===== src/lrsp_pkg.sv =====
// ----------------------------------------------------------------------------
// lrsp_pkg
// Shared types and constants of the log record slot pointer: flash geometry,
// field widths, command and status codes, and controller/datapath structs.
// ----------------------------------------------------------------------------
package lrsp_pkg;

	// flash geometry
	localparam int SECTORS          = 4096;
	localparam int PAGES_PER_SECTOR = 16;
	localparam int PAGE_BYTES       = 256;
	localparam int RECORD_BYTES     = 20;
	localparam int MAX_READ         = 20;

	localparam int SLOTS_PER_PAGE = PAGE_BYTES / RECORD_BYTES;
	localparam int PAD_BYTES      = PAGE_BYTES - SLOTS_PER_PAGE * RECORD_BYTES;
	localparam int SLOT_GAP       = RECORD_BYTES + PAD_BYTES;

	// field widths
	localparam int CMD_W    = 2;
	localparam int COUNT_W  = 8;
	localparam int ADDR_W   = 25;
	localparam int STATUS_W = 2;
	localparam int PAGE_W   = 5;
	localparam int SLOT_W   = 4;
	localparam int NUM_W    = 5;

	localparam int OFF_W      = $clog2(PAGE_BYTES);
	localparam int SEC_PAGE_W = (PAGES_PER_SECTOR > 1) ? $clog2(PAGES_PER_SECTOR) : 1;
	localparam int LEFT_W     = $clog2(MAX_READ + 1);

	localparam logic [ADDR_W-1:0] END_ADDR =
		ADDR_W'(SECTORS * PAGES_PER_SECTOR * PAGE_BYTES);

	// command codes
	localparam logic [CMD_W-1:0] CMD_WRITE = 2'd0;
	localparam logic [CMD_W-1:0] CMD_READ  = 2'd1;
	localparam logic [CMD_W-1:0] CMD_LOAD  = 2'd2;

	typedef enum logic [STATUS_W-1:0] {
		ST_OK      = 2'd0,
		ST_FULL    = 2'd1,
		ST_INVALID = 2'd2
	} status_t;

	typedef enum logic {
		S_IDLE,
		S_WALK
	} state_t;

	// controller to datapath
	typedef struct packed {
		logic take;
		logic walk_emit;
	} ctrl_cmd_t;

	// datapath to controller
	typedef struct packed {
		logic walk_start;
		logic walk_fin;
	} dp_stat_t;

	typedef struct packed {
		logic              ok;
		logic [SLOT_W-1:0] idx;
	} slot_dec_t;

	// slot index of a page offset, ok only on a slot start
	function automatic slot_dec_t slot_of_offset(input logic [OFF_W-1:0] off);
		slot_dec_t r;
		r.ok  = 1'b0;
		r.idx = '0;
		for (int k = 0; k < SLOTS_PER_PAGE; k++) begin
			if (off == OFF_W'(k * RECORD_BYTES)) begin
				r.ok  = 1'b1;
				r.idx = SLOT_W'(k);
			end
		end
		return r;
	endfunction

endpackage


===== src/lrsp_in_if.sv =====
// ----------------------------------------------------------------------------
// lrsp_in_if
// Command channel: valid/ready handshake carrying one command beat.
// ----------------------------------------------------------------------------
interface lrsp_in_if;
	logic                           valid;
	logic                           ready;
	logic [lrsp_pkg::CMD_W-1:0]     cmd;
	logic [lrsp_pkg::COUNT_W-1:0]   count;
	logic [lrsp_pkg::ADDR_W-1:0]    load_address;

	modport source (output valid, output cmd, output count, output load_address,
		input ready);
	modport sink (input valid, input cmd, input count, input load_address,
		output ready);
endinterface


===== src/lrsp_out_if.sv =====
// ----------------------------------------------------------------------------
// lrsp_out_if
// Result channel: valid/ready handshake carrying one result beat.
// ----------------------------------------------------------------------------
interface lrsp_out_if;
	logic                            valid;
	logic                            ready;
	logic [lrsp_pkg::STATUS_W-1:0]   status;
	logic [lrsp_pkg::ADDR_W-1:0]     address;
	logic [lrsp_pkg::PAGE_W-1:0]     page;
	logic [lrsp_pkg::SLOT_W-1:0]     slot;
	logic                            record_valid;
	logic [lrsp_pkg::NUM_W-1:0]      record_number;
	logic                            last;

	modport source (output valid, output status, output address, output page,
		output slot, output record_valid, output record_number, output last,
		input ready);
	modport sink (input valid, input status, input address, input page,
		input slot, input record_valid, input record_number, input last,
		output ready);
endinterface


===== src/lrsp_ctrl.sv =====
// ----------------------------------------------------------------------------
// lrsp_ctrl
// Controller: idle/walk state machine, input ready, and result valid flag.
// ----------------------------------------------------------------------------
module lrsp_ctrl (
	input  logic                 clk,
	input  logic                 arst_n,
	input  logic                 in_valid,
	output logic                 in_ready,
	output logic                 out_valid,
	input  logic                 out_ready,
	input  lrsp_pkg::dp_stat_t   stat,
	output lrsp_pkg::ctrl_cmd_t  ctl
);

	lrsp_pkg::state_t state_q, state_d;
	logic out_valid_q;
	logic out_free;

	assign out_free  = !out_valid_q || out_ready;
	assign out_valid = out_valid_q;

	// next state
	always_comb begin
		state_d = state_q;
		unique case (state_q)
			lrsp_pkg::S_IDLE: begin
				if (ctl.take && stat.walk_start) begin
					state_d = lrsp_pkg::S_WALK;
				end
			end
			lrsp_pkg::S_WALK: begin
				if (out_free && stat.walk_fin) begin
					state_d = lrsp_pkg::S_IDLE;
				end
			end
			default: state_d = lrsp_pkg::S_IDLE;
		endcase
	end

	// outputs
	always_comb begin
		in_ready      = 1'b0;
		ctl.take      = 1'b0;
		ctl.walk_emit = 1'b0;
		unique case (state_q)
			lrsp_pkg::S_IDLE: begin
				in_ready = out_free;
				ctl.take = in_valid && out_free;
			end
			lrsp_pkg::S_WALK: begin
				ctl.walk_emit = out_free;
			end
			default: ;
		endcase
	end

	always_ff @(posedge clk or negedge arst_n) begin
		if (!arst_n) begin
			state_q     <= lrsp_pkg::S_IDLE;
			out_valid_q <= 1'b0;
		end else begin
			state_q <= state_d;
			if ((ctl.take && !stat.walk_start) || ctl.walk_emit) begin
				out_valid_q <= 1'b1;
			end else if (out_ready) begin
				out_valid_q <= 1'b0;
			end
		end
	end

endmodule


===== src/lrsp_dp.sv =====
// ----------------------------------------------------------------------------
// lrsp_dp
// Datapath: write pointer, backward walk position and result register.
// ----------------------------------------------------------------------------
module lrsp_dp (
	input  logic                             clk,
	input  logic                             arst_n,
	input  lrsp_pkg::ctrl_cmd_t              ctl,
	output lrsp_pkg::dp_stat_t               stat,
	input  logic [lrsp_pkg::CMD_W-1:0]       cmd,
	input  logic [lrsp_pkg::COUNT_W-1:0]     count,
	input  logic [lrsp_pkg::ADDR_W-1:0]      load_address,
	output logic [lrsp_pkg::STATUS_W-1:0]    status,
	output logic [lrsp_pkg::ADDR_W-1:0]      address,
	output logic [lrsp_pkg::PAGE_W-1:0]      page,
	output logic [lrsp_pkg::SLOT_W-1:0]      slot,
	output logic                             record_valid,
	output logic [lrsp_pkg::NUM_W-1:0]       record_number,
	output logic                             last
);

	localparam int AW = lrsp_pkg::ADDR_W;
	localparam int PW = lrsp_pkg::PAGE_W;
	localparam int SW = lrsp_pkg::SLOT_W;
	localparam int LW = lrsp_pkg::LEFT_W;
	localparam int NW = lrsp_pkg::NUM_W;

	localparam logic [AW-1:0] REC_A  = AW'(lrsp_pkg::RECORD_BYTES);
	localparam logic [AW-1:0] GAP_A  = AW'(lrsp_pkg::SLOT_GAP);
	localparam logic [PW-1:0] PAGES  = PW'(lrsp_pkg::PAGES_PER_SECTOR);
	localparam logic [SW-1:0] SLOTS  = SW'(lrsp_pkg::SLOTS_PER_PAGE);
	localparam logic [PW-1:0] PG_TOP = PW'(lrsp_pkg::PAGES_PER_SECTOR - 1);
	localparam logic [SW-1:0] SL_TOP = SW'(lrsp_pkg::SLOTS_PER_PAGE - 1);
	localparam logic [LW-1:0] MAXR   = LW'(lrsp_pkg::MAX_READ);

	// write pointer and walk position
	logic [AW-1:0] next_addr_q, next_addr_d;
	logic [PW-1:0] next_page_q, next_page_d;
	logic [SW-1:0] next_slot_q, next_slot_d;
	logic [AW-1:0] walk_addr_q, walk_addr_d;
	logic [PW-1:0] walk_page_q, walk_page_d;
	logic [SW-1:0] walk_slot_q, walk_slot_d;
	logic [LW-1:0] walk_left_q, walk_left_d;
	logic [NW-1:0] walk_num_q, walk_num_d;

	// result register
	logic [lrsp_pkg::STATUS_W-1:0] res_status_q, res_status_d;
	logic [AW-1:0] res_addr_q, res_addr_d;
	logic [PW-1:0] res_page_q, res_page_d;
	logic [SW-1:0] res_slot_q, res_slot_d;
	logic          res_valid_q, res_valid_d;
	logic [NW-1:0] res_num_q, res_num_d;
	logic          res_last_q, res_last_d;
	logic          res_load;

	logic          full;
	logic          empty;
	logic [AW-1:0] add_rec, add_gap;
	logic [AW-1:0] back_addr;
	logic [PW-1:0] back_page;
	logic [SW-1:0] back_slot;
	logic [AW-1:0] sb_addr;
	logic [PW-1:0] sb_page;
	logic [SW-1:0] sb_slot;
	logic [LW-1:0] clamp_n;
	lrsp_pkg::slot_dec_t dec;

	assign full    = next_addr_q >= lrsp_pkg::END_ADDR;
	assign empty   = next_addr_q == '0;
	assign add_rec = next_addr_q + REC_A;
	assign add_gap = next_addr_q + GAP_A;
	assign dec     = lrsp_pkg::slot_of_offset(load_address[lrsp_pkg::OFF_W-1:0]);
	assign clamp_n = (count > lrsp_pkg::COUNT_W'(lrsp_pkg::MAX_READ)) ? MAXR
		: LW'(count);

	assign stat.walk_start = (cmd == lrsp_pkg::CMD_READ) && (count != '0) && !empty;
	assign stat.walk_fin   = (walk_left_q == LW'(1)) || (walk_addr_q == '0);

	// one step back from a position: walk source is the walk or the pointer
	always_comb begin
		if (ctl.walk_emit) begin
			sb_addr = walk_addr_q;
			sb_page = walk_page_q;
			sb_slot = walk_slot_q;
		end else begin
			sb_addr = next_addr_q;
			sb_page = next_page_q;
			sb_slot = next_slot_q;
		end
		if (sb_slot != '0) begin
			back_addr = (sb_addr >= REC_A) ? sb_addr - REC_A : '0;
			back_page = sb_page;
			back_slot = sb_slot - SW'(1);
		end else begin
			back_addr = (sb_addr >= GAP_A) ? sb_addr - GAP_A : '0;
			back_page = (sb_page != '0) ? sb_page - PW'(1) : PG_TOP;
			back_slot = SL_TOP;
		end
	end

	always_comb begin
		next_addr_d  = next_addr_q;
		next_page_d  = next_page_q;
		next_slot_d  = next_slot_q;
		walk_addr_d  = walk_addr_q;
		walk_page_d  = walk_page_q;
		walk_slot_d  = walk_slot_q;
		walk_left_d  = walk_left_q;
		walk_num_d   = walk_num_q;
		res_load     = 1'b0;
		res_status_d = lrsp_pkg::ST_OK;
		res_addr_d   = next_addr_q;
		res_page_d   = next_page_q;
		res_slot_d   = next_slot_q;
		res_valid_d  = 1'b0;
		res_num_d    = '0;
		res_last_d   = 1'b1;

		if (ctl.take) begin
			res_load = 1'b1;
			case (cmd)
				lrsp_pkg::CMD_WRITE: begin
					if (full) begin
						res_status_d = lrsp_pkg::ST_FULL;
					end else begin
						res_valid_d = 1'b1;
						if (next_slot_q < SL_TOP) begin
							next_addr_d = add_rec;
							next_slot_d = next_slot_q + SW'(1);
						end else if (next_page_q < PG_TOP) begin
							next_addr_d = add_gap;
							next_page_d = next_page_q + PW'(1);
							next_slot_d = '0;
						end else if (add_gap >= lrsp_pkg::END_ADDR) begin
							next_addr_d  = lrsp_pkg::END_ADDR;
							next_page_d  = PAGES;
							next_slot_d  = SLOTS;
							res_status_d = lrsp_pkg::ST_FULL;
						end else begin
							next_addr_d = add_gap;
							next_page_d = '0;
							next_slot_d = '0;
						end
					end
				end
				lrsp_pkg::CMD_READ: begin
					if (count == '0) begin
						res_status_d = lrsp_pkg::ST_INVALID;
					end else if (empty) begin
						res_addr_d  = '0;
						res_page_d  = '0;
						res_slot_d  = '0;
						walk_left_d = '0;
					end else begin
						res_load    = 1'b0;
						walk_left_d = clamp_n;
						walk_num_d  = NW'(1);
						if (full) begin
							walk_addr_d = lrsp_pkg::END_ADDR - GAP_A;
							walk_page_d = PG_TOP;
							walk_slot_d = SL_TOP;
						end else begin
							walk_addr_d = back_addr;
							walk_page_d = back_page;
							walk_slot_d = back_slot;
						end
					end
				end
				lrsp_pkg::CMD_LOAD: begin
					if (load_address >= lrsp_pkg::END_ADDR) begin
						next_addr_d  = lrsp_pkg::END_ADDR;
						next_page_d  = PAGES;
						next_slot_d  = SLOTS;
						res_addr_d   = lrsp_pkg::END_ADDR;
						res_page_d   = PAGES;
						res_slot_d   = SLOTS;
						res_status_d = lrsp_pkg::ST_FULL;
					end else if (!dec.ok) begin
						res_status_d = lrsp_pkg::ST_INVALID;
					end else begin
						next_addr_d = load_address;
						next_page_d = PW'(load_address[lrsp_pkg::OFF_W +: lrsp_pkg::SEC_PAGE_W]
							& lrsp_pkg::SEC_PAGE_W'(lrsp_pkg::PAGES_PER_SECTOR - 1));
						next_slot_d = dec.idx;
						res_addr_d  = load_address;
						res_page_d  = next_page_d;
						res_slot_d  = dec.idx;
					end
				end
				default: begin
					res_status_d = lrsp_pkg::ST_INVALID;
				end
			endcase
		end else if (ctl.walk_emit) begin
			res_load     = 1'b1;
			res_addr_d   = walk_addr_q;
			res_page_d   = walk_page_q;
			res_slot_d   = walk_slot_q;
			res_valid_d  = 1'b1;
			res_num_d    = walk_num_q;
			res_last_d   = stat.walk_fin;
			walk_num_d   = walk_num_q + NW'(1);
			if (stat.walk_fin) begin
				walk_left_d = '0;
			end else begin
				walk_left_d = walk_left_q - LW'(1);
				walk_addr_d = back_addr;
				walk_page_d = back_page;
				walk_slot_d = back_slot;
			end
		end
	end

	always_ff @(posedge clk or negedge arst_n) begin
		if (!arst_n) begin
			next_addr_q <= '0;
			next_page_q <= '0;
			next_slot_q <= '0;
			walk_addr_q <= '0;
			walk_page_q <= '0;
			walk_slot_q <= '0;
			walk_left_q <= '0;
			walk_num_q  <= '0;
		end else begin
			next_addr_q <= next_addr_d;
			next_page_q <= next_page_d;
			next_slot_q <= next_slot_d;
			walk_addr_q <= walk_addr_d;
			walk_page_q <= walk_page_d;
			walk_slot_q <= walk_slot_d;
			walk_left_q <= walk_left_d;
			walk_num_q  <= walk_num_d;
		end
	end

	always_ff @(posedge clk) begin
		if (res_load) begin
			res_status_q <= res_status_d;
			res_addr_q   <= res_addr_d;
			res_page_q   <= res_page_d;
			res_slot_q   <= res_slot_d;
			res_valid_q  <= res_valid_d;
			res_num_q    <= res_num_d;
			res_last_q   <= res_last_d;
		end
	end

	assign status        = res_status_q;
	assign address       = res_addr_q;
	assign page          = res_page_q;
	assign slot          = res_slot_q;
	assign record_valid  = res_valid_q;
	assign record_number = res_num_q;
	assign last          = res_last_q;

endmodule


===== src/log_record_slot_pointer.sv =====
// ----------------------------------------------------------------------------
// log_record_slot_pointer
// Next write position of an append-only record log in serial flash: hands
// out slot addresses, lists the newest records, and loads the pointer.
//
//   channel   dir  beat contents
//   cmd_ch    in   cmd, count, load_address
//   res_ch    out  status, address, page, slot, record_valid,
//                  record_number, last
//
// write, load, zero-count or empty-log read and unused codes: one result beat.
// a read of n records (at most MAX_READ): a set-up step, then n beats, one a
// cycle while res_ch is not stalled; fewer if the walk reaches address 0 first.
// reset clears the pointer to an empty log; no start-up pass.
// the result register holds while res_ch is stalled; cmd_ch is not ready
// during a read walk or while an untaken result blocks the register.
// ----------------------------------------------------------------------------
module log_record_slot_pointer (
	input  logic         clk,
	input  logic         arst_n,
	lrsp_in_if.sink      cmd_ch,
	lrsp_out_if.source   res_ch
);

	lrsp_pkg::ctrl_cmd_t ctl;
	lrsp_pkg::dp_stat_t  stat;

	lrsp_ctrl u_ctrl (
		.clk       (clk),
		.arst_n    (arst_n),
		.in_valid  (cmd_ch.valid),
		.in_ready  (cmd_ch.ready),
		.out_valid (res_ch.valid),
		.out_ready (res_ch.ready),
		.stat      (stat),
		.ctl       (ctl)
	);

	lrsp_dp u_dp (
		.clk           (clk),
		.arst_n        (arst_n),
		.ctl           (ctl),
		.stat          (stat),
		.cmd           (cmd_ch.cmd),
		.count         (cmd_ch.count),
		.load_address  (cmd_ch.load_address),
		.status        (res_ch.status),
		.address       (res_ch.address),
		.page          (res_ch.page),
		.slot          (res_ch.slot),
		.record_valid  (res_ch.record_valid),
		.record_number (res_ch.record_number),
		.last          (res_ch.last)
	);

`ifndef SYNTHESIS
	a_no_take_in_walk: assert property (@(posedge clk) disable iff (!arst_n)
		ctl.walk_emit |-> !cmd_ch.ready)
		else $error("command taken during read walk");

	a_fin_sets_last: assert property (@(posedge clk) disable iff (!arst_n)
		ctl.walk_emit && stat.walk_fin |=> res_ch.valid && res_ch.last)
		else $error("final walk beat without last");

	a_num_has_record: assert property (@(posedge clk) disable iff (!arst_n)
		res_ch.valid && res_ch.record_number != '0 |-> res_ch.record_valid)
		else $error("record number on a beat with no record");
`endif

endmodule


===== src/flat_wrapper.sv =====
// flat-port wrapper written by rule: the top's interface ports become plain ports
module log_record_slot_pointer_flat 
  (clk, arst_n, cmd_ch_valid, cmd_ch_cmd, cmd_ch_count, cmd_ch_load_address, cmd_ch_ready, res_ch_valid, res_ch_status, res_ch_address, res_ch_page, res_ch_slot, res_ch_record_valid, res_ch_record_number, res_ch_last, res_ch_ready);
  lrsp_in_if cmd_ch_i ();
  lrsp_out_if res_ch_i ();
  input  logic clk;
  input  logic arst_n;
  input wire logic [$bits(cmd_ch_i.valid)-1:0] cmd_ch_valid;
  input wire logic [$bits(cmd_ch_i.cmd)-1:0] cmd_ch_cmd;
  input wire logic [$bits(cmd_ch_i.count)-1:0] cmd_ch_count;
  input wire logic [$bits(cmd_ch_i.load_address)-1:0] cmd_ch_load_address;
  output wire logic [$bits(cmd_ch_i.ready)-1:0] cmd_ch_ready;
  output wire logic [$bits(res_ch_i.valid)-1:0] res_ch_valid;
  output wire logic [$bits(res_ch_i.status)-1:0] res_ch_status;
  output wire logic [$bits(res_ch_i.address)-1:0] res_ch_address;
  output wire logic [$bits(res_ch_i.page)-1:0] res_ch_page;
  output wire logic [$bits(res_ch_i.slot)-1:0] res_ch_slot;
  output wire logic [$bits(res_ch_i.record_valid)-1:0] res_ch_record_valid;
  output wire logic [$bits(res_ch_i.record_number)-1:0] res_ch_record_number;
  output wire logic [$bits(res_ch_i.last)-1:0] res_ch_last;
  input wire logic [$bits(res_ch_i.ready)-1:0] res_ch_ready;
  assign cmd_ch_i.valid = cmd_ch_valid;
  assign cmd_ch_i.cmd = cmd_ch_cmd;
  assign cmd_ch_i.count = cmd_ch_count;
  assign cmd_ch_i.load_address = cmd_ch_load_address;
  assign cmd_ch_ready = cmd_ch_i.ready;
  assign res_ch_valid = res_ch_i.valid;
  assign res_ch_status = res_ch_i.status;
  assign res_ch_address = res_ch_i.address;
  assign res_ch_page = res_ch_i.page;
  assign res_ch_slot = res_ch_i.slot;
  assign res_ch_record_valid = res_ch_i.record_valid;
  assign res_ch_record_number = res_ch_i.record_number;
  assign res_ch_last = res_ch_i.last;
  assign res_ch_i.ready = res_ch_ready;
  log_record_slot_pointer u_core (.clk(clk), .arst_n(arst_n), .cmd_ch(cmd_ch_i), .res_ch(res_ch_i));
endmodule

===== config.mk =====
export PLATFORM = sky130hd
export DESIGN_NAME = log_record_slot_pointer_flat
export DESIGN_NICKNAME = d
export VERILOG_FILES = /design/src/lrsp_pkg.sv /design/src/lrsp_in_if.sv /design/src/lrsp_out_if.sv /design/src/lrsp_ctrl.sv /design/src/lrsp_dp.sv /design/src/log_record_slot_pointer.sv /design/src/flat_wrapper.sv
export SDC_FILE = /design/constraint.sdc
export NUM_CORES = 1
export LEC_CHECK = 0
export ABC_AREA = 1
export BUFFER_PORTS_ARGS = -buffer_cell sky130_fd_sc_hd__clkbuf_2
export CORE_MARGIN = 1.5
export CORE_UTILIZATION = 30
export CTS_CLUSTER_DIAMETER = 200
export DETAILED_ROUTE_END_ITERATION = 8
export GPL_ROUTABILITY_DRIVEN = 0
export HOLD_SLACK_MARGIN = 0.12
export SLEW_MARGIN = 20
export SYNTH_ARGS = -nofsm -noshare
export SYNTH_HDL_FRONTEND = slang
export SYNTH_HIERARCHICAL = 1
export SYNTH_SLANG_ARGS = --single-unit

===== constraint.sdc =====
create_clock -name clk -period 3.9 [get_ports clk]
set_input_delay 1.17 -clock clk [delete_from_list [all_inputs] [get_ports clk]]
set_output_delay 1.17 -clock clk [all_outputs]
set_load 0.05 [all_outputs]

==> impl_metrics.csv, run 1 <==
group,metric,value,unit
worst_setup_path,cp-start-kind,"input port",
sta,setup_viol,0,
sta,final.setup_skew,17.4,ps
cts,clk_latency,440,ps
grt,grt_pass1_vias,11200,
synth,synthDistinctLibCells,46,
sta,fin_crit,3300,ps
worst_setup_path,worstSetupPathType,"in2reg",
synth,ys_warn_count,6,
drt,vias,11900,
synth,yosysTopAreaCellShare,24.6,%
sta,final_max_slew_viol_count,0,
worst_setup_path,required,4230,ps
sta,slew_headroom,48.8,%
grt,grt_max_degree,59,
floorplanning,rows,68,
cts,cts.sinks,123,
sta,fmax,303,MHz
grt,grt_first_pass_wirelength,60.3,mm
drt,wl_per_cell,16.7,um
drt,remaining_drc_errors,0,
worst_setup_path,critical_path_arrival,3620,ps
worst_setup_path,reg2reg_slack,930,ps
cts,clkTransAtPathRegs,60,ps
worst_setup_path,crit_start,"res_ch_ready",
final_layout,final_nets,1875,
synth,syn-cell-area,0.0107,mm2
drt,drt_first_pass_iters,5,
power_and_ir_drop,pwr_density_cell,837,mW/mm2
synth,synth_fp_nets,1802,
drt,post_drt_via_cell_ratio,5.20,
floorplanning,fp.dieW,192,um
placed_design,dpl.cell_count,2256,
worst_setup_path,worstPathMaxFanout,25,
worst_setup_path,rr_startpoint,"u_core/u_ctrl/state_q",
grt,grtUsageTotal,21.3,%
synth,ys_seq_area_share,30.8,%
sta,worst_slew_pin_slew,760,ps
sta,post-route-period-util,84.5,%
placed_design,dp_hpwl,28.9,mm
synth,synth-main-ff-cell,"dfrtp_1",
synth,synthArstFlopShare,65.0,%
synth,synth_edf_count,43,
cts,cts_tree,"built",
grt,antenna_found_initial,1,
floorplanning,core-area,0.0348,mm2
min_path,hold_path_class,"reg2reg",
final_layout,drive_gt1_share,11.9,%
drt,drt_wl_total,38.3,mm
worst_setup_path,cp-endpoint,"u_core/u_dp/walk_addr_q[2]",
power_and_ir_drop,leakagePower,6.31,nW
synth,syn_inst,1747,
run,cap_violations,0,
final_layout,stdcell_count,2289,
synth,avgSynthCellArea,6.12,um2
floorplanning,dieHeight,192,um
worst_setup_path,critPathCaptureType,"flip-flop",
power_and_ir_drop,ir_drop,0.582,mV
cts,cts-resized-gates,0,
final_layout,area_growth,14.9,%
final_layout,n_fill_cell,3740,
drt,ant_nets,0,
cts,clk_path_buf_depth,2,
run_status,status,"finished clean",
synth,ys_seq_elements,123,
floorplanning,die-area,0.0368,mm2
synth,synth_top_area_cell,"nand2_1",
synth,ys_top_cells_by_area,"nand2_1 (25%), dfrtp_1 (19%), edfxtp_1 (12%), nand3_1 (7.8%), inv_1 (6.6%)",
sta,hold_viol_final,0,
placed_design,place.port_buffers,83,
cts,hold_buffers,0,
cts,cts_buffers,17,
drt,drt_iter0_markers,1324,
sta,fin_setup_tns,0,ps
worst_setup_path,ff2ff_path_depth,17,
floorplanning,ioPinCount,84,
floorplanning,initial_core_util,30.7,%
cts,cts_setup_buffers,0,
grt,grt_overflow,0,
worst_setup_path,r2r-end,"u_core/u_dp/walk_addr_q[2]",
sta,grt_setup_unrepaired,"no",
cts,cts-root-buf,"clkbuf_16",
cts,h-tree-depth,4,
## worst min path at each step
stage                                          start                          to  slack (ps)  cells after the start
final                     u_core/u_dp/walk_page_q[2]  u_core/u_dp/walk_page_q[2]         480                      1
after detailed placement  u_core/u_dp/walk_page_q[2]  u_core/u_dp/walk_page_q[2]         470                      1
after global routing      u_core/u_dp/walk_page_q[2]  u_core/u_dp/walk_page_q[2]         500                      1
after floorplan           u_core/u_dp/walk_slot_q[0]  u_core/u_dp/walk_slot_q[0]         450                      2
after global placement    u_core/u_dp/walk_page_q[2]  u_core/u_dp/walk_page_q[2]         470                      1
after CTS                 u_core/u_dp/walk_page_q[2]  u_core/u_dp/walk_page_q[2]         490                      1
## critical path: stages
cell and delay, ps:
clkbuf_2 100, nor2_2 60, nor2_4 220, buf_4 240, buf_4 290, o21ai_0 270, nor2_1 160, nand2_1 60
nor2_1 160, nand2_2 110, nor2_1 100, nand2_1 210, nand2_1 120, nand2_1 110, nand2_1 80, nand2_1 40
nand2_1 70, inv_1 40
## per-layer routing
metal / share of wire (%) / vias to the layer above / GRT usage, %
met3: 8.3 / 101 / 3.47
met1: 43 / 5490 / 28.7
li1: - / 5717 / -
met5: 0.024 / - / 0
met4: 4.1 / 2 / 10.4
met2: 44 / 582 / 32.9
## power breakdown
group | internal [mW] | leakage [nW] | switching [mW] | total [mW]
logic | 1.65 | 4.66 | 4.34 | 5.99
registers | 2.02 | 1.35 | 0.528 | 2.55
clock network | 1.01 | 0.299 | 0.744 | 1.75
## state kept, by name (all words and copies together), names as in the netlist
name                       flops
u_core/u_ctrl/out_valid        1
u_core/u_ctrl/state_q          1
u_core/u_dp/address           25
u_core/u_dp/last               1
u_core/u_dp/next_addr_q       25
u_core/u_dp/next_page_q        5
u_core/u_dp/next_slot_q        4
u_core/u_dp/page               5
u_core/u_dp/record_number      5
u_core/u_dp/record_valid       1
u_core/u_dp/slot               4
u_core/u_dp/status             2
u_core/u_dp/walk_addr_q       25
u_core/u_dp/walk_left_q        5
u_core/u_dp/walk_num_q         5
u_core/u_dp/walk_page_q        5
u_core/u_dp/walk_slot_q        4
## layout by cell type, fill, tap and decap left out, types with 4 or more instances in the layout
| master | count |
|---|---|
| nand3b_1 | 8 |
| a31oi_1 | 16 |
| clkinv_1 | 4 |
| inv_2 | 14 |
| inv_6 | 5 |
| dfrtp_1 | 80 |
| nor2_4 | 7 |
| nand2_1 | 701 |
| clkbuf_16 | 18 |
| ha_1 | 16 |
| o21ai_1 | 12 |
| nor3_1 | 9 |
| nor2_2 | 15 |
| or2_2 | 4 |
| clkbuf_2 | 82 |
| edfxtp_1 | 43 |
| o31ai_1 | 5 |
| buf_4 | 39 |
| nor2_1 | 138 |
| nand4_1 | 44 |
| inv_1 | 187 |
| a22oi_1 | 7 |
| a21oi_1 | 71 |
| xor2_1 | 39 |
| o21ai_0 | 54 |
| nand3_1 | 166 |
| nand2_2 | 11 |
## through the flow
stage	area, um2	setup WS, ps	utilization (%)	hold WS, ps	power, mW
final	12300	605	35.3	481	10.3
after floorplan	10700	256	-	448	6.77
after detailed placement	11700	270	33.5	474	8.39
after global routing	12300	398	35.3	504	11.0
after global placement	11700	294	33.5	469	8.35
after CTS	12300	705	35.3	489	10.2
## logic make-up after synthesis
family | count (synthesis) | share of synthesized area [%]
AND/OR/NAND/NOR | 1115 | 44.2
buffers and inverters | 275 | 10.7
AO/OA/AOI/OAI | 176 | 9.00
flip-flops | 123 | 30.8
XOR/XNOR | 42 | 3.44
adder cells (fa/ha/maj) | 16 | 1.87
## cell usage after synthesis, types with 3 or more instances
cell type,number
nand3_1,166
nor3_1,10
dfrtp_1,80
o211ai_1,3
o31ai_1,5
nand3_2,3
nand2_1,701
nand2_2,11
clkbuf_1,31
buf_2,24
nand3b_1,8
a31oi_1,16
clkinv_1,4
xnor2_1,3
nor2_1,141
nand2_4,3
o21ai_1,12
ha_1,16
inv_2,13
nor2_2,14
buf_4,5
a22oi_1,7
nor2_4,5
inv_1,188
o21ai_0,54
or2_2,4
edfxtp_1,43
xor2_1,39
nand4_1,44
a21oi_1,71
buf_6,8
## area by class of cell
class	instances	area (um2)	share of cell area (%)
clock inverters	14	170	1.39
multi-input cells	1349	6280	51.1
clock buffers	18	450	3.67
repair buffers	123	743	6.05
flip-flops and latches	123	3290	26.8
diodes	1	2.50	0.0204
well taps	455	569	4.63
inverters	206	776	6.31
Power figures use the tool's default switching activity.
==> run 2: changes to the inputs <==
Settings changed: ABC_AREA 1 to 0.
Clock period 3.9 ns to 2.7 ns, I/O delays scaled along.
==> run 2 against run 1 <==
Compared with the run above: count of clock-buffer cells in the layout increased by 3; synthesized cell count decreased by 39%; sequential share of layout area decreased by 2.8 points; register-to-register slack got worse by 1300 ps; total power increased by 48%; critical path depth decreased by 5; global-route usage increased by 3.0 points; worst hold slack got worse by 130 ps; clock power increased by 34%; the run now ends with setup timing left; synthesized area decreased by 15%; sequential cell count unchanged; largest cell class unchanged.
==> impl_metrics.csv, run 2 <==
group,metric,value,unit
run_status,status,"finished, violations left",
run_status,violations,"setup timing",
floorplanning,ioPinCount,84,
synth,ys_seq_elements,123,
worst_setup_path,worstPathCellList,"buf_6, nand2b_4, and2_4, buf_8, nor3b_1, o22ai_2, or4_4, buf_6, a211oi_4, buf_6, mux2_4, nor2_4, a32o_1",
floorplanning,initial_core_util,30.6,%
sta,hold_viol_final,0,
sta,grt_setup_unrepaired,"yes",
power_and_ir_drop,p_total,15.2,mW
cts,h-tree-depth,4,
worst_setup_path,critPathCaptureType,"flip-flop",
sta,fin_crit,3130,ps
synth,synth-main-ff-cell,"dfrtp_1",
cts,clkTransAtPathRegs,60,ps
synth,synthArstFlopShare,65.0,%
final_layout,final_cell_mix,"buf_4 (284), nor2_1 (94), dfrtp_1 (79)",
synth,synthMostInstantiatedCell,"nor2_1",
grt,grt_first_pass_wirelength,58.0,mm
floorplanning,dieHeight,177,um
sta,worst_slew_pin_slew,714,ps
worst_setup_path,required,3010,ps
drt,remaining_drc_errors,0,
synth,synth_edf_count,43,
sta,final_max_slew_viol_count,0,
power_and_ir_drop,pwr_density_cell,1110,mW/mm2
final_layout,drive_gt1_share,41.2,%
cts,clk_path_buf_depth,2,
worst_setup_path,cp-start-kind,"input port",
drt,drt_iter0_markers,1320,
synth,ys_seq_area_share,36.1,%
synth,syn_inst,1065,
cts,cts.sinks,123,
final_layout,fin_util,46.0,%
synth,synth_top_area_cell,"dfrtp_1",
synth,yosysTopAreaCellShare,22.0,%
cts,cts_tree,"built",
grt,grt_max_degree,37,
synth,ys_warn_count,6,
sta,hold_ws,351,ps
drt,wl_per_cell,21.8,um
synth,ys_top_cells_by_area,"dfrtp_1 (22%), edfxtp_1 (14%), nor2_1 (4.4%), a21oi_1 (3.8%), o21ai_0 (3.6%)",
power_and_ir_drop,leakagePower,5.70,nW
worst_setup_path,worstSetupPathType,"in2reg",
worst_setup_path,worstPathMaxFanout,8,
worst_setup_path,max_stage_delay,570,ps
drt,drt_first_pass_iters,6,
worst_setup_path,slowest_stage,"or4_4",
sta,layout_setup_ws,-430,ps
run,cap_violations,0,
drt,vias,10700,
floorplanning,die-area,0.0314,mm2
placed_design,dp_hpwl,28.8,mm
sta,post-route-period-util,116,%
worst_setup_path,path_common_cell,"buf_6",
cts,clk_latency,440,ps
sta,fin_setup_tns,-8530,ps
sta,fmax,319,MHz
final_layout,layout_commonest_cell,"buf_4",
final_layout,diodes,0,
sta,setup_viol,25,
min_path,hold_path_class,"in2async",
grt,grt_pass1_vias,10100,
grt,grtUsageTotal,24.3,%
sta,slew_headroom,52.1,%
synth,synthDistinctLibCells,89,
cts,cts-root-buf,"clkbuf_16",
drt,drt_wl_total,39.2,mm
synth,avgSynthCellArea,8.56,um2
cts,cts_buffers,17,
grt,grt_overflow,0,
grt,antenna_found_initial,1,
final_layout,final_nets,1456,
floorplanning,rows,63,
cts,hold_buffers,0,
final_layout,n_fill_cell,2824,
synth,syn-cell-area,0.00912,mm2
sta,final.setup_skew,14.3,ps
synth,synth_common_cells,"nor2_1 (106), dfrtp_1 (80), nand2_1 (78), a21oi_1 (69), o21ai_0 (65)",
placed_design,place.port_buffers,83,
worst_setup_path,critical_path_arrival,3440,ps
final_layout,area_growth,50.4,%
drt,ant_nets,0,
floorplanning,fp.dieW,177,um
floorplanning,core-area,0.0298,mm2
drt,post_drt_via_cell_ratio,5.93,
placed_design,placed_area,0.0122,mm2
synth,synth_fp_nets,1120,
power_and_ir_drop,ir_drop,0.576,mV
final_layout,stdcell_area,0.0137,mm2
-- run 2: cell count changes after synthesis, moves of 19 or more --
cell,previous run,this run
nor2_1,141,106
nand3_1,166,38
nand4_1,44,10
nand2_1,701,78
clkbuf_1,31,64
mux2i_1,0,32
nor3_1,10,42
xor2_1,39,19
a221o_1,0,19
inv_1,188,28
-- run 2: logic make-up after synthesis --
kind of cell / count (synthesis) / share of synthesized area (%)
adder cells (fa/ha/maj): 16 / 2.20
flip-flops: 123 / 36.1
multiplexers: 42 / 4.75
buffers and inverters: 111 / 4.98
AND/OR/NAND/NOR: 391 / 21.8
AO/OA/AOI/OAI: 347 / 26.7
XOR/XNOR: 35 / 3.36
-- run 2: where the power goes --
part | total [mW] | leakage, nW | internal [mW] | switching, mW
sequential | 3.58 | 1.39 | 2.83 | 0.750
combinational | 9.27 | 4.03 | 3.85 | 5.42
clock | 2.35 | 0.289 | 1.43 | 0.920
total | 15.2 | 5.70 | 8.11 | 7.09
-- run 2: timing repair --
item	4_1_cts	5_1_grt
buffers inserted	16	16
endpoints found under the setup margin	45	76
resized for setup	55	94
pin swaps	34	33
gates cloned	2	2
-- run 2: final cells by class --
class	count	area [um2]	area share, %
inverter	29	111	0.812
sequential	123	3290	24.0
clock buffer	21	472	3.44
multi-input combinational	832	6120	44.6
clock inverter	11	118	0.858
timing repair buffer	398	3110	22.7
tap	390	488	3.56
-- run 2: routing by layer --
layer,global-route usage [%],vias to the layer above,wire length [um]
met5,0,-,13
li1,-,4716,-
met4,11.4,2,1910
met3,5.08,154,3600
met2,37.9,656,17600
met1,32.0,5174,16100
-- run 2: final timing paths --
path / cells past startpoint / slack, ps / endpoint / start
max in group asynchronous: 2 / 1650 / u_core/u_dp/next_addr_q[19] / arst_n
hold / removal: 1 / 350 / u_core/u_dp/walk_num_q[3] / arst_n
setup / recovery: 13 / -430 / u_core/u_dp/walk_addr_q[1] / res_ch_ready
hold reg to reg: 2 / 490 / u_core/u_dp/walk_page_q[4] / u_core/u_dp/walk_page_q[4]
setup reg to reg: 12 / -360 / u_core/u_dp/walk_addr_q[1] / u_core/u_ctrl/out_valid
min in group clk: 2 / 490 / u_core/u_dp/walk_page_q[4] / u_core/u_dp/walk_page_q[4]
-- run 2: worst max-delay path, delay by kind of cell --
| family | cells | cell delay (ps) |
|---|---|---|
| AO/OA/AOI/OAI | 3 | 600 |
| multiplexers | 1 | 220 |
| AND/OR/NAND/NOR | 5 | 1250 |
| buffers and inverters | 4 | 540 |
-- run 2: through the flow --
step           worst slack, ps  cells
2_1_floorplan             -938   1065
5_1_grt                   -420   1804
6_report                  -430   1804
4_1_cts                   -309   1789
3_5_place_dp              -957   1741
3_3_place_gp              -875   1741
==> run 3: changes to the inputs <==
Settings changed: ABC_AREA 0 to 1.
Clock period 2.7 ns to 3.77 ns, I/O delays scaled along.
==> run 3 against run 2 <==
Compared with the run above: the run now ends clean; setup slack better by 1100 ps; via count increased by 11%; sequential power decreased by 27%; largest cell class unchanged.
==> impl_metrics.csv, run 3 (synthesis results as in run 1) <==
group,metric,value,unit
sta,layout_setup_ws,655,ps
floorplanning,fp.dieW,192,um
power_and_ir_drop,power_switching_share,53.8,%
cts,cts_tree,"built",
floorplanning,initial_core_util,30.7,%
final_layout,final_nets,1892,
cts,cts-root-buf,"clkbuf_16",
sta,final_max_slew_viol_count,0,
cts,clkTransAtPathRegs,70,ps
final_layout,layout_commonest_cell,"nand2_1",
drt,remaining_drc_errors,0,
placed_design,dpl.cell_count,2273,
floorplanning,die-area,0.0368,mm2
power_and_ir_drop,power.internal,5.00,mW
cts,cts_setup_buffers,0,
power_and_ir_drop,pwr_density_cell,867,mW/mm2
min_path,hold_path_class,"reg2reg",
sta,fin_setup_tns,0,ps
cts,clk_path_buf_depth,2,
drt,wl_per_cell,16.6,um
final_layout,area_growth,16.6,%
cts,cts-resized-gates,0,
sta,worst_slew_pin_slew,658,ps
worst_setup_path,required,4140,ps
worst_setup_path,worstSetupPathType,"in2reg",
worst_setup_path,crit_start,"res_ch_ready",
worst_setup_path,ff2ff_path_depth,11,
drt,vias,11900,
sta,final.setup_skew,19.1,ps
worst_setup_path,max_stage_delay,260,ps
worst_setup_path,cp-start-kind,"input port",
drt,post_drt_via_cell_ratio,5.16,
worst_setup_path,worstPathMaxFanout,36,
drt,drt_wl_total,38.2,mm
sta,setup_viol,0,
worst_setup_path,r2r-end,"u_core/u_dp/walk_addr_q[20]",
drt,ant_nets,0,
worst_setup_path,path_common_cell,"nand2_1",
cts,cts_buffers,17,
worst_setup_path,critPathCaptureType,"flip-flop",
power_and_ir_drop,power_frac_seq,24.3,%
grt,grt_overflow,0,
power_and_ir_drop,comb_power_share,59.2,%
placed_design,place.port_buffers,83,
drt,top_layer_used,"met5",
sta,fin_crit,3110,ps
power_and_ir_drop,p_sw,5.81,mW
final_layout,final_cell_mix,"nand2_1 (701), inv_1 (187), nand3_1 (166)",
final_layout,diodes,0,
cts,hold_buffers,0,
worst_setup_path,worstPathCellList,"clkbuf_2, nor2_2, nor2_4, inv_4, buf_12, nand2_1, nand2_1, nand2_1, nor2_2, nand3_1, clkinv_1, nand2_1, nand2_1, nand2_1, nand2_1, nand2_1, nand2_1, nand2_1, inv_1",
min_path,holdPathEnd,"u_core/u_dp/walk_slot_q[0]",
min_path,hold_start,"u_core/u_dp/walk_slot_q[0]",
sta,slew_headroom,55.7,%
sta,post-route-period-util,82.6,%
grt,antenna_found_initial,1,
drt,wl_met1,17.1,mm
sta,fmax,321,MHz
run_status,status,"finished clean",
floorplanning,dieHeight,192,um
cts,clk_latency,440,ps
drt,drt_first_pass_iters,6,
placed_design,dp_hpwl,28.9,mm
final_layout,stdcell_count,2305,
power_and_ir_drop,ir_drop,0.622,mV
cts,h-tree-depth,4,
drt,wl_met2,16.8,mm
power_and_ir_drop,p_total,10.8,mW
power_and_ir_drop,leakagePower,6.41,nW
min_path,worstHoldPathCells,2,
power_and_ir_drop,clkPwrFrac,16.5,%
drt,routed-wl-met3,2.79,mm
worst_setup_path,rr_startpoint,"u_core/u_dp/next_addr_q[15]",
sta,grt_setup_unrepaired,"no",
run,cap_violations,0,
placed_design,pre_cts_ws,284,ps
worst_setup_path,critPathBufInv,5,
floorplanning,ioPinCount,84,
worst_setup_path,critical_path_arrival,3480,ps
worst_setup_path,reg2reg_slack,920,ps
grt,grt_max_degree,58,
grt,grt_pass1_vias,10900,
drt,drt_iter0_markers,1243,
sta,hold_viol_final,0,
worst_setup_path,path_delay_family,"simple AND/OR/NAND/NOR gates",
worst_setup_path,slowest_stage,"nand2_1",
floorplanning,core-area,0.0348,mm2
floorplanning,rows,68,
grt,grtUsageTotal,21.0,%
final_layout,drive_gt1_share,12.6,%
cts,cts.sinks,123,
grt,grt_first_pass_wirelength,59.6,mm
## run 3: final cells by class
type,instances,area [um2]
fillers,3764,22300
inverters,206,776
flip-flops and latches,123,3290
multi-input cells,1349,6280
repair buffers,140,933
well taps,455,569
clock buffers,18,429
clock inverters,14,185
## run 3: per-layer routing
metal / vias up / global-route usage [%]
met5: - / 0
met4: 2 / 8.68
met3: 98 / 2.92
met2: 549 / 33.3
met1: 5500 / 28.5
li1: 5756 / -
## run 3: tightest hold or removal path, stage by stage, from the launching register on
cell and delay (ps):
dfrtp_1 340, nand2_1 50, o21ai_0 60
## run 3: through the flow
step	hold WS [ps]	util (%)	area, um2
floorplan	448	-	10700
global placement	467	34.1	11900
detailed placement	469	34.1	11900
CTS	488	35.8	12500
global route	501	35.8	12500
finish	484	35.8	12500
## run 3: worst max path at each step
stage / to / slack [ps] / cells past startpoint
6_report: u_core/u_dp/walk_addr_q[3] / 660 / 19
3_3_place_gp: u_core/u_dp/walk_addr_q[2] / 310 / 19
2_1_floorplan: u_core/u_dp/address[0] / 160 / 9
5_1_grt: u_core/u_dp/walk_addr_q[2] / 470 / 19
4_1_cts: u_core/u_dp/walk_addr_q[3] / 720 / 19
3_5_place_dp: u_core/u_dp/walk_addr_q[3] / 280 / 19
## run 3: power by group through the flow
| stage | Combinational (mW) | Sequential, mW | Clock, mW |
|---|---|---|---|
| global route | 7.06 | 2.68 | 1.87 |
| CTS | 6.32 | 2.61 | 1.81 |
| detailed placement | 6.28 | 2.62 | 0 |
| floorplan | 3.84 | 3.17 | 0 |
| global placement | 6.23 | 2.63 | 0 |
| finish | 6.40 | 2.62 | 1.79 |
